## config.mk

```make
export PLATFORM = sky130hd
export DESIGN_NAME = window_median_filter
export DESIGN_NICKNAME = d
export VERILOG_FILES = /design/src/wmf_pkg.sv /design/src/wmf_front.sv /design/src/wmf_queue.sv /design/src/wmf_sort.sv /design/src/window_median_filter.sv
export SDC_FILE = /design/constraint.sdc
export NUM_CORES = 2
export LEC_CHECK = 0
export ABC_CLOCK_PERIOD_IN_PS = 18950
export CORE_MARGIN = 3
export CORE_UTILIZATION = 30
export DETAILED_ROUTE_END_ITERATION = 16
export DONT_BUFFER_PORTS = 1
export PLACE_DENSITY = 0.55
export SYNTH_ARGS = -nofsm -noshare
export SYNTH_HDL_FRONTEND = slang
export SYNTH_SLANG_ARGS = --single-unit
export TNS_END_PERCENT = 30
```

## constraint.sdc

```tcl
create_clock -name clk -period 18.95 [get_ports clk]
set_input_delay 2.8425 -clock clk [delete_from_list [all_inputs] [get_ports clk]]
set_output_delay 2.8425 -clock clk [all_outputs]
set_load 0.05 [all_outputs]
```

## src/wmf_pkg.sv

```systemverilog
// shared types and constants of the window median filter
`timescale 1ns / 1ps

package wmf_pkg;

    localparam int PIX_W       = 8;
    localparam int COORD_W     = 8;
    localparam int QUEUE_DEPTH = 4;
    localparam int QUEUE_AW    = 2;
    localparam int QCNT_W      = 3;

    typedef logic [PIX_W-1:0]   pix_t;
    typedef logic [COORD_W-1:0] coord_t;

    // position tag that travels with each window
    typedef struct packed {
        coord_t row;
        coord_t col;
        logic   frame_end;
    } meta_t;

endpackage

```

## src/wmf_front.sv

```systemverilog
// front end: pixel counters, line memories and the sliding window
`timescale 1ns / 1ps

module wmf_front #(
    parameter int IMG_ROWS = 64,
    parameter int IMG_COLS = 128,
    parameter int WIN_SIZE = 3
) (
    input  logic                                  clk,
    input  logic                                  rst_n,
    input  logic                                  in_valid,
    output logic                                  in_ready,
    input  wmf_pkg::pix_t                         pixel,
    input  logic [wmf_pkg::QCNT_W-1:0]            q_count,
    output logic                                  push,
    output logic [WIN_SIZE*WIN_SIZE*wmf_pkg::PIX_W-1:0] push_win,
    output wmf_pkg::meta_t                        push_meta
);

    localparam int LINES    = WIN_SIZE - 1;
    localparam int HALF_WIN = (WIN_SIZE - 1) / 2;
    localparam int COL_AW   = $clog2(IMG_COLS);
    localparam logic [wmf_pkg::COORD_W-1:0] OFS      = wmf_pkg::COORD_W'(WIN_SIZE - 1 - HALF_WIN);
    localparam logic [wmf_pkg::COORD_W-1:0] FIRST    = wmf_pkg::COORD_W'(WIN_SIZE - 1);
    localparam logic [wmf_pkg::COORD_W-1:0] LAST_ROW = wmf_pkg::COORD_W'(IMG_ROWS - 1);
    localparam logic [wmf_pkg::COORD_W-1:0] LAST_COL = wmf_pkg::COORD_W'(IMG_COLS - 1);

    wmf_pkg::pix_t line_mem [LINES][IMG_COLS];

    wmf_pkg::coord_t row_reg, row_next;
    wmf_pkg::coord_t col_reg, col_next;
    logic            s1_valid_reg;
    wmf_pkg::pix_t   s1_pix_reg;
    logic [COL_AW-1:0] s1_addr_reg;
    logic            s1_prod_reg;
    wmf_pkg::meta_t  s1_meta_reg;
    wmf_pkg::pix_t   rd_reg [LINES];
    wmf_pkg::pix_t   win_reg  [WIN_SIZE][WIN_SIZE];
    wmf_pkg::pix_t   win_next [WIN_SIZE][WIN_SIZE];
    wmf_pkg::pix_t   new_col  [WIN_SIZE];
    logic            accept;
    logic [wmf_pkg::QCNT_W:0] pending;

    assign pending  = {1'b0, q_count} + (wmf_pkg::QCNT_W+1)'(s1_valid_reg);
    assign in_ready = pending < (wmf_pkg::QCNT_W+1)'(wmf_pkg::QUEUE_DEPTH);
    assign accept   = in_valid && in_ready;

    always_comb
    begin
        col_next = col_reg + 8'd1;
        row_next = row_reg;
        if (col_reg == LAST_COL)
        begin
            col_next = '0;
            row_next = (row_reg == LAST_ROW) ? '0 : row_reg + 8'd1;
        end
    end

    always_ff @(posedge clk or negedge rst_n)
    begin
        if (!rst_n)
        begin
            row_reg      <= '0;
            col_reg      <= '0;
            s1_valid_reg <= 1'b0;
        end
        else
        begin
            s1_valid_reg <= accept;
            if (accept)
            begin
                row_reg <= row_next;
                col_reg <= col_next;
            end
        end
    end

    // read old column, then push it one line down the cascade
    always_ff @(posedge clk)
    begin
        if (accept)
        begin
            s1_pix_reg          <= pixel;
            s1_addr_reg         <= col_reg[COL_AW-1:0];
            s1_prod_reg         <= (row_reg >= FIRST) && (col_reg >= FIRST);
            s1_meta_reg.row     <= row_reg - OFS;
            s1_meta_reg.col     <= col_reg - OFS;
            s1_meta_reg.frame_end <= (row_reg == LAST_ROW) && (col_reg == LAST_COL);
            for (int k = 0; k < LINES; k++)
            begin
                rd_reg[k] <= line_mem[k][col_reg[COL_AW-1:0]];
            end
        end
        if (s1_valid_reg)
        begin
            line_mem[0][s1_addr_reg] <= s1_pix_reg;
            for (int k = 1; k < LINES; k++)
            begin
                line_mem[k][s1_addr_reg] <= rd_reg[k-1];
            end
            win_reg <= win_next;
        end
    end

    always_comb
    begin
        for (int i = 0; i < WIN_SIZE; i++)
        begin
            new_col[i] = (i == WIN_SIZE - 1) ? s1_pix_reg : rd_reg[WIN_SIZE-2-i];
        end
        for (int i = 0; i < WIN_SIZE; i++)
        begin
            for (int j = 0; j < WIN_SIZE; j++)
            begin
                win_next[i][j] = (j == WIN_SIZE - 1) ? new_col[i] : win_reg[i][j+1];
                push_win[(i*WIN_SIZE+j)*wmf_pkg::PIX_W +: wmf_pkg::PIX_W] = win_next[i][j];
            end
        end
    end

    assign push      = s1_valid_reg && s1_prod_reg;
    assign push_meta = s1_meta_reg;

endmodule

```

## src/wmf_queue.sv

```systemverilog
// short queue of windows between front end and sorter
`timescale 1ns / 1ps

module wmf_queue #(
    parameter int WIN_BITS = 72
) (
    input  logic                       clk,
    input  logic                       rst_n,
    input  logic                       push,
    input  logic [WIN_BITS-1:0]        push_win,
    input  wmf_pkg::meta_t             push_meta,
    input  logic                       pop,
    output logic                       q_valid,
    output logic [WIN_BITS-1:0]        q_win,
    output wmf_pkg::meta_t             q_meta,
    output logic [wmf_pkg::QCNT_W-1:0] q_count
);

    logic [WIN_BITS-1:0]         win_mem  [wmf_pkg::QUEUE_DEPTH];
    wmf_pkg::meta_t              meta_mem [wmf_pkg::QUEUE_DEPTH];
    logic [wmf_pkg::QUEUE_AW-1:0] wr_ptr_reg, rd_ptr_reg;
    logic [wmf_pkg::QCNT_W-1:0]  count_reg;
    logic                        do_pop;

    assign q_valid = count_reg != '0;
    assign do_pop  = pop && q_valid;
    assign q_win   = win_mem[rd_ptr_reg];
    assign q_meta  = meta_mem[rd_ptr_reg];
    assign q_count = count_reg;

    always_ff @(posedge clk or negedge rst_n)
    begin
        if (!rst_n)
        begin
            wr_ptr_reg <= '0;
            rd_ptr_reg <= '0;
            count_reg  <= '0;
        end
        else
        begin
            if (push)
            begin
                wr_ptr_reg <= wr_ptr_reg + 1'b1;
            end
            if (do_pop)
            begin
                rd_ptr_reg <= rd_ptr_reg + 1'b1;
            end
            count_reg <= count_reg + wmf_pkg::QCNT_W'(push) - wmf_pkg::QCNT_W'(do_pop);
        end
    end

    always_ff @(posedge clk)
    begin
        if (push)
        begin
            win_mem[wr_ptr_reg]  <= push_win;
            meta_mem[wr_ptr_reg] <= push_meta;
        end
    end

endmodule

```

## src/wmf_sort.sv

```systemverilog
// back end: odd-even transposition sort pipeline and median pick
`timescale 1ns / 1ps

module wmf_sort #(
    parameter int WIN_SIZE = 3
) (
    input  logic                                    clk,
    input  logic                                    rst_n,
    input  logic                                    q_valid,
    input  logic [WIN_SIZE*WIN_SIZE*wmf_pkg::PIX_W-1:0] q_win,
    input  wmf_pkg::meta_t                          q_meta,
    output logic                                    pop,
    output logic                                    out_valid,
    input  logic                                    out_ready,
    output wmf_pkg::pix_t                           median,
    output wmf_pkg::coord_t                         out_row,
    output wmf_pkg::coord_t                         out_col,
    output logic                                    frame_end
);

    localparam int N = WIN_SIZE * WIN_SIZE;

    wmf_pkg::pix_t  stg_reg   [N][N];
    wmf_pkg::pix_t  layer_out [N][N];
    logic           stg_v_reg [N];
    wmf_pkg::meta_t stg_m_reg [N];
    logic           advance;
    logic           out_valid_reg;
    wmf_pkg::pix_t  median_reg;
    wmf_pkg::meta_t out_meta_reg;
    wmf_pkg::pix_t  pick;

    assign advance = !out_valid_reg || out_ready;
    assign pop     = advance;

    for (genvar s = 0; s < N; s++)
    begin : g_layer
        wmf_pkg::pix_t lin [N];
        always_comb
        begin
            for (int i = 0; i < N; i++)
            begin
                if (s == 0)
                begin
                    lin[i] = q_win[i*wmf_pkg::PIX_W +: wmf_pkg::PIX_W];
                end
                else
                begin
                    lin[i] = stg_reg[(s == 0) ? 0 : s-1][i];
                end
            end
            for (int i = 0; i < N; i++)
            begin
                layer_out[s][i] = lin[i];
            end
            for (int i = s % 2; i + 1 < N; i += 2)
            begin
                if (lin[i] > lin[i+1])
                begin
                    layer_out[s][i]   = lin[i+1];
                    layer_out[s][i+1] = lin[i];
                end
            end
        end
    end

    if (N % 2 == 1)
    begin : g_odd
        assign pick = stg_reg[N-1][(N-1)/2];
    end
    else
    begin : g_even
        logic [wmf_pkg::PIX_W:0] sum;
        assign sum  = {1'b0, stg_reg[N-1][N/2-1]} + {1'b0, stg_reg[N-1][N/2]};
        assign pick = sum[wmf_pkg::PIX_W:1];
    end

    always_ff @(posedge clk or negedge rst_n)
    begin
        if (!rst_n)
        begin
            out_valid_reg <= 1'b0;
            for (int s = 0; s < N; s++)
            begin
                stg_v_reg[s] <= 1'b0;
            end
        end
        else if (advance)
        begin
            stg_v_reg[0] <= q_valid;
            for (int s = 1; s < N; s++)
            begin
                stg_v_reg[s] <= stg_v_reg[s-1];
            end
            out_valid_reg <= stg_v_reg[N-1];
        end
    end

    always_ff @(posedge clk)
    begin
        if (advance)
        begin
            stg_m_reg[0] <= q_meta;
            for (int s = 1; s < N; s++)
            begin
                stg_m_reg[s] <= stg_m_reg[s-1];
            end
            stg_reg      <= layer_out;
            median_reg   <= pick;
            out_meta_reg <= stg_m_reg[N-1];
        end
    end

    assign out_valid = out_valid_reg;
    assign median    = median_reg;
    assign out_row   = out_meta_reg.row;
    assign out_col   = out_meta_reg.col;
    assign frame_end = out_meta_reg.frame_end;

endmodule

```

## src/window_median_filter.sv

```systemverilog
// top level of the streaming square-window median filter
// pixel to result: front-end stage, window queue, sort stages, output register
// one pixel per cycle while in_ready is high, set by the one-read one-write line memories
// the sort pipeline holds one compare layer per stage, one window enters per unstalled cycle
// reset clears counters, queue pointers and valid bits; memories and windows are not cleared
`timescale 1ns / 1ps

module window_median_filter #(
    parameter int IMG_ROWS = 64,
    parameter int IMG_COLS = 128,
    parameter int WIN_SIZE = 3
) (
    input  logic            clk,
    input  logic            rst_n,
    input  logic            in_valid,
    output logic            in_ready,
    input  logic [7:0]      pixel,
    output logic            out_valid,
    input  logic            out_ready,
    output logic [7:0]      median,
    output logic [7:0]      out_row,
    output logic [7:0]      out_col,
    output logic            frame_end
);

    localparam int WIN_BITS = WIN_SIZE * WIN_SIZE * wmf_pkg::PIX_W;

    logic                       push, pop, q_valid;
    logic [WIN_BITS-1:0]        push_win, q_win;
    wmf_pkg::meta_t             push_meta, q_meta;
    logic [wmf_pkg::QCNT_W-1:0] q_count;

    wmf_front #(
        .IMG_ROWS (IMG_ROWS),
        .IMG_COLS (IMG_COLS),
        .WIN_SIZE (WIN_SIZE)
    ) u_front (
        .clk       (clk),
        .rst_n     (rst_n),
        .in_valid  (in_valid),
        .in_ready  (in_ready),
        .pixel     (pixel),
        .q_count   (q_count),
        .push      (push),
        .push_win  (push_win),
        .push_meta (push_meta)
    );

    wmf_queue #(
        .WIN_BITS (WIN_BITS)
    ) u_queue (
        .clk       (clk),
        .rst_n     (rst_n),
        .push      (push),
        .push_win  (push_win),
        .push_meta (push_meta),
        .pop       (pop),
        .q_valid   (q_valid),
        .q_win     (q_win),
        .q_meta    (q_meta),
        .q_count   (q_count)
    );

    wmf_sort #(
        .WIN_SIZE (WIN_SIZE)
    ) u_sort (
        .clk       (clk),
        .rst_n     (rst_n),
        .q_valid   (q_valid),
        .q_win     (q_win),
        .q_meta    (q_meta),
        .pop       (pop),
        .out_valid (out_valid),
        .out_ready (out_ready),
        .median    (median),
        .out_row   (out_row),
        .out_col   (out_col),
        .frame_end (frame_end)
    );

endmodule

```

==> run summary <==
register-to-register setup slack: 13.48 ns
TritonCTS buffer count: 318
power share of the clock group: 0.259
synthesized area: 126200 sq um
part of the power in combinational logic: 0.307
Detailed Place HPWL: 177800 um
Max Cap Violations: 0
Post-synth ARST share: 0.01073
Synth Register Bits: 3169
Final Net Count: 6712
GP Congestion: 0.8215
Worst R2R Start: u_front.col_reg[0]
Die X-Extent: 654.5 um
r2r endpoint: u_front.rd_reg[0][1]
drt wl/cell: 24.59 um
worst-path fanout max: 176
count leader, synth: edfxtp_1
post-CTS resize count: 0
Critical Path RT: 19.39 ns
Tcrit/Tclk final: 0.3257
Hold Buf Count CTS: 0
met3 Use GR: 0.02004
sequential fraction of the synthesis area: 0.7530
area share of the largest cell type after synthesis: 0.7462
RSZ-0062 raised after global routing: no
root buffer cell: clkbuf_16
Post-Syn Area per Cell: 20.51 sq um
Reg power frac: 0.435
crit path DAT: 6.61 ns
die area: 428300 sq um
Clock Skew: 0.04667 ns
worst slew pin tran: 1.286 ns
Net Sw Frac: 0.3111
EDFF count, synth: 3135
Top FF cell, synth: edfxtp_1
layer with the highest usage: met2
Psw: 7.360 mW
Synth top cells by count: 3135 x edfxtp_1, 585 x mux4_2, 404 x mux2_2
initial core utilization: 0.3019
WHS Path Cells: 0
crit end category: flop
Pins Over Slew Limit: 0
num rows: 237
total power draw: 23.66 mW
core area: 417800 sq um
Crit Path Class: input pin to flop
first-pass GRT wire length: 435400 um
Max Buffers Root-to-Sink: 4
HP Start: u_sort.stg_m_reg[6][5]
Area Overhead vs Synth: 13.89%
Pwr per Cell Area: 164.7 nW/um^2
largest net degree at the start of global routing: 177
WHS Endpoint: u_sort.stg_m_reg[7][5]
postcts setup bufs: 0
global route overflow: 0
max FFs per register: 2048
fmax: 162.0 MHz
outcome: finished clean
minimum clock period: 6.172 ns
clk slew on worst S/H paths: 0.06 ns
Port Buffers: 0
Yosys cell types: 63
Remaining DRCs: 0
aggregate routed wire length: 299800 um
Ys Warns: 0
Worst slew margin: 0.1374
top post-synthesis cells by area: edfxtp_1 75%, mux4_2 10%, mux2_2 3.6%
drt initial violations: 5609
CP startpoint kind: input pin
Total GRT Usage: 0.1379
Leak: 46.90 nW
initial antenna violation count: 14
Pint: 16.30 mW
CTS tree: done
First-pass DRT Iterations: 5
worst reg-to-reg path cell count: 10
clock sinks: 3169
hold crit path type: flop to flop
drt via density: 4.894
Fillers: 38674
Biggest register: u_front.line_mem
area leader, netlist: edfxtp_1
post-synth net total: 6416
GRT met1 Usage: 0.1827
share of cells above drive strength 1: 0.2523
M2 GR Usage: 0.2327
vias post-DR: 59660
final hold violation count: 0
die height: 654.5 um
Final ANT Viol Nets: 0
setup TNS: 0 ns
Worst-Skew Late Latency: 0.86 ns
IO Pins: 39
Syn Inst Count: 6150
H-tree Lvls: 5
worst vdd ir: 128.0 uV
# setup viols final: 0
vias in the first global route: 61420
[cell usage in the layout (no fill, tap or decap), types with 36 or more instances in the layout]
master and count:
nand3_1 38, clkbuf_16 333, clkinv_1 69, mux4_2 585
edfxtp_1 3135, ha_1 253, nand2b_1 36, o21ai_0 76
mux2i_1 179, clkinv_2 54, buf_4 229, nor2b_1 48
a22oi_1 86, inv_1 256, nor2_1 167, a21oi_1 101
nand4_1 70, mux2_2 404, nand2_1 90, a21o_1 57
clkbuf_1 66
[kinds of logic after synthesis]
kind of cell             after synthesis  share of synthesized area
flip-flops                          3169                     0.7530
buffers and inverters                518                    0.01840
AND/OR/NAND/NOR                      524                    0.02024
AO/OA/AOI/OAI                        471                    0.02482
multiplexers                        1189                     0.1566
XOR/XNOR                              25                   0.001736
adder cells (fa/ha/maj)              254                    0.02525
[routing by layer]
layer  share of wire  wire length [um]  vias to the layer above
met3           0.056             16880                      470
li1                -                 -                    25720
met1            0.42            125200                    31730
met2            0.49            147800                     1740
met5               0                 0                        -
met4           0.033              9920                        0
[final cells by class]
class	instances	area (sq um)	share of cell area
well taps	5497	6878	0.04787
clock buffers	402	8622	0.06001
diodes	6	15.01	0.0001045
inverters	260	982.2	0.006836
flip-flops and latches	3169	95010	0.6613
clock inverters	159	1395	0.009710
repair buffers	234	1819	0.01266
multi-input cells	2463	28950	0.2015
[worst max-delay path: stages]
cell and delay [ns]:
nand2b_4 0.26, buf_4 0.61, buf_12 0.69, buf_4 0.93, buf_4 0.93
[power by group through the flow]
| stage | Sequential [mW] | Combinational, mW | Clock, mW |
|---|---|---|---|
| 2_1_floorplan | 10.4 | 5.07 | 0 |
| 3_3_place_gp | 10.4 | 7.20 | 0 |
| 3_5_place_dp | 10.5 | 7.33 | 0 |
| 4_1_cts | 10.3 | 7.38 | 6.27 |
| 5_1_grt | 10.4 | 7.89 | 6.55 |
| 6_report | 10.3 | 7.26 | 6.12 |
[worst max-delay path by stage]
stage                         start                        end  slack [ns]  depth (start not counted)
final                     out_ready  u_sort.g_layer[3].lin[23]       12.78                          5
after global routing      out_ready  u_sort.g_layer[3].lin[23]       12.48                          5
after CTS                 out_ready  u_sort.g_layer[2].lin[12]       12.81                          5
after detailed placement  out_ready  u_sort.g_layer[2].lin[19]       11.89                          5
after global placement    out_ready  u_sort.g_layer[2].lin[20]       12.06                          5
after floorplan           out_ready        u_sort.stg_v_reg[0]        6.67                          3
[through the flow]
stage | util | cell area [sq um] | hold slack [ns] | worst slack, ns | instances
4_1_cts | 0.3438 | 143700 | 0.4071 | 12.81 | 12184
3_3_place_gp | 0.3199 | 133600 | 0.4037 | 12.06 | 11623
6_report | 0.3439 | 143700 | 0.4107 | 12.78 | 12190
2_1_floorplan | - | 126200 | 0.4003 | 6.665 | 6150
5_1_grt | 0.3439 | 143700 | 0.4242 | 12.48 | 12186
3_5_place_dp | 0.3199 | 133600 | 0.4045 | 11.89 | 11623
Power figures use the tool's default switching activity.
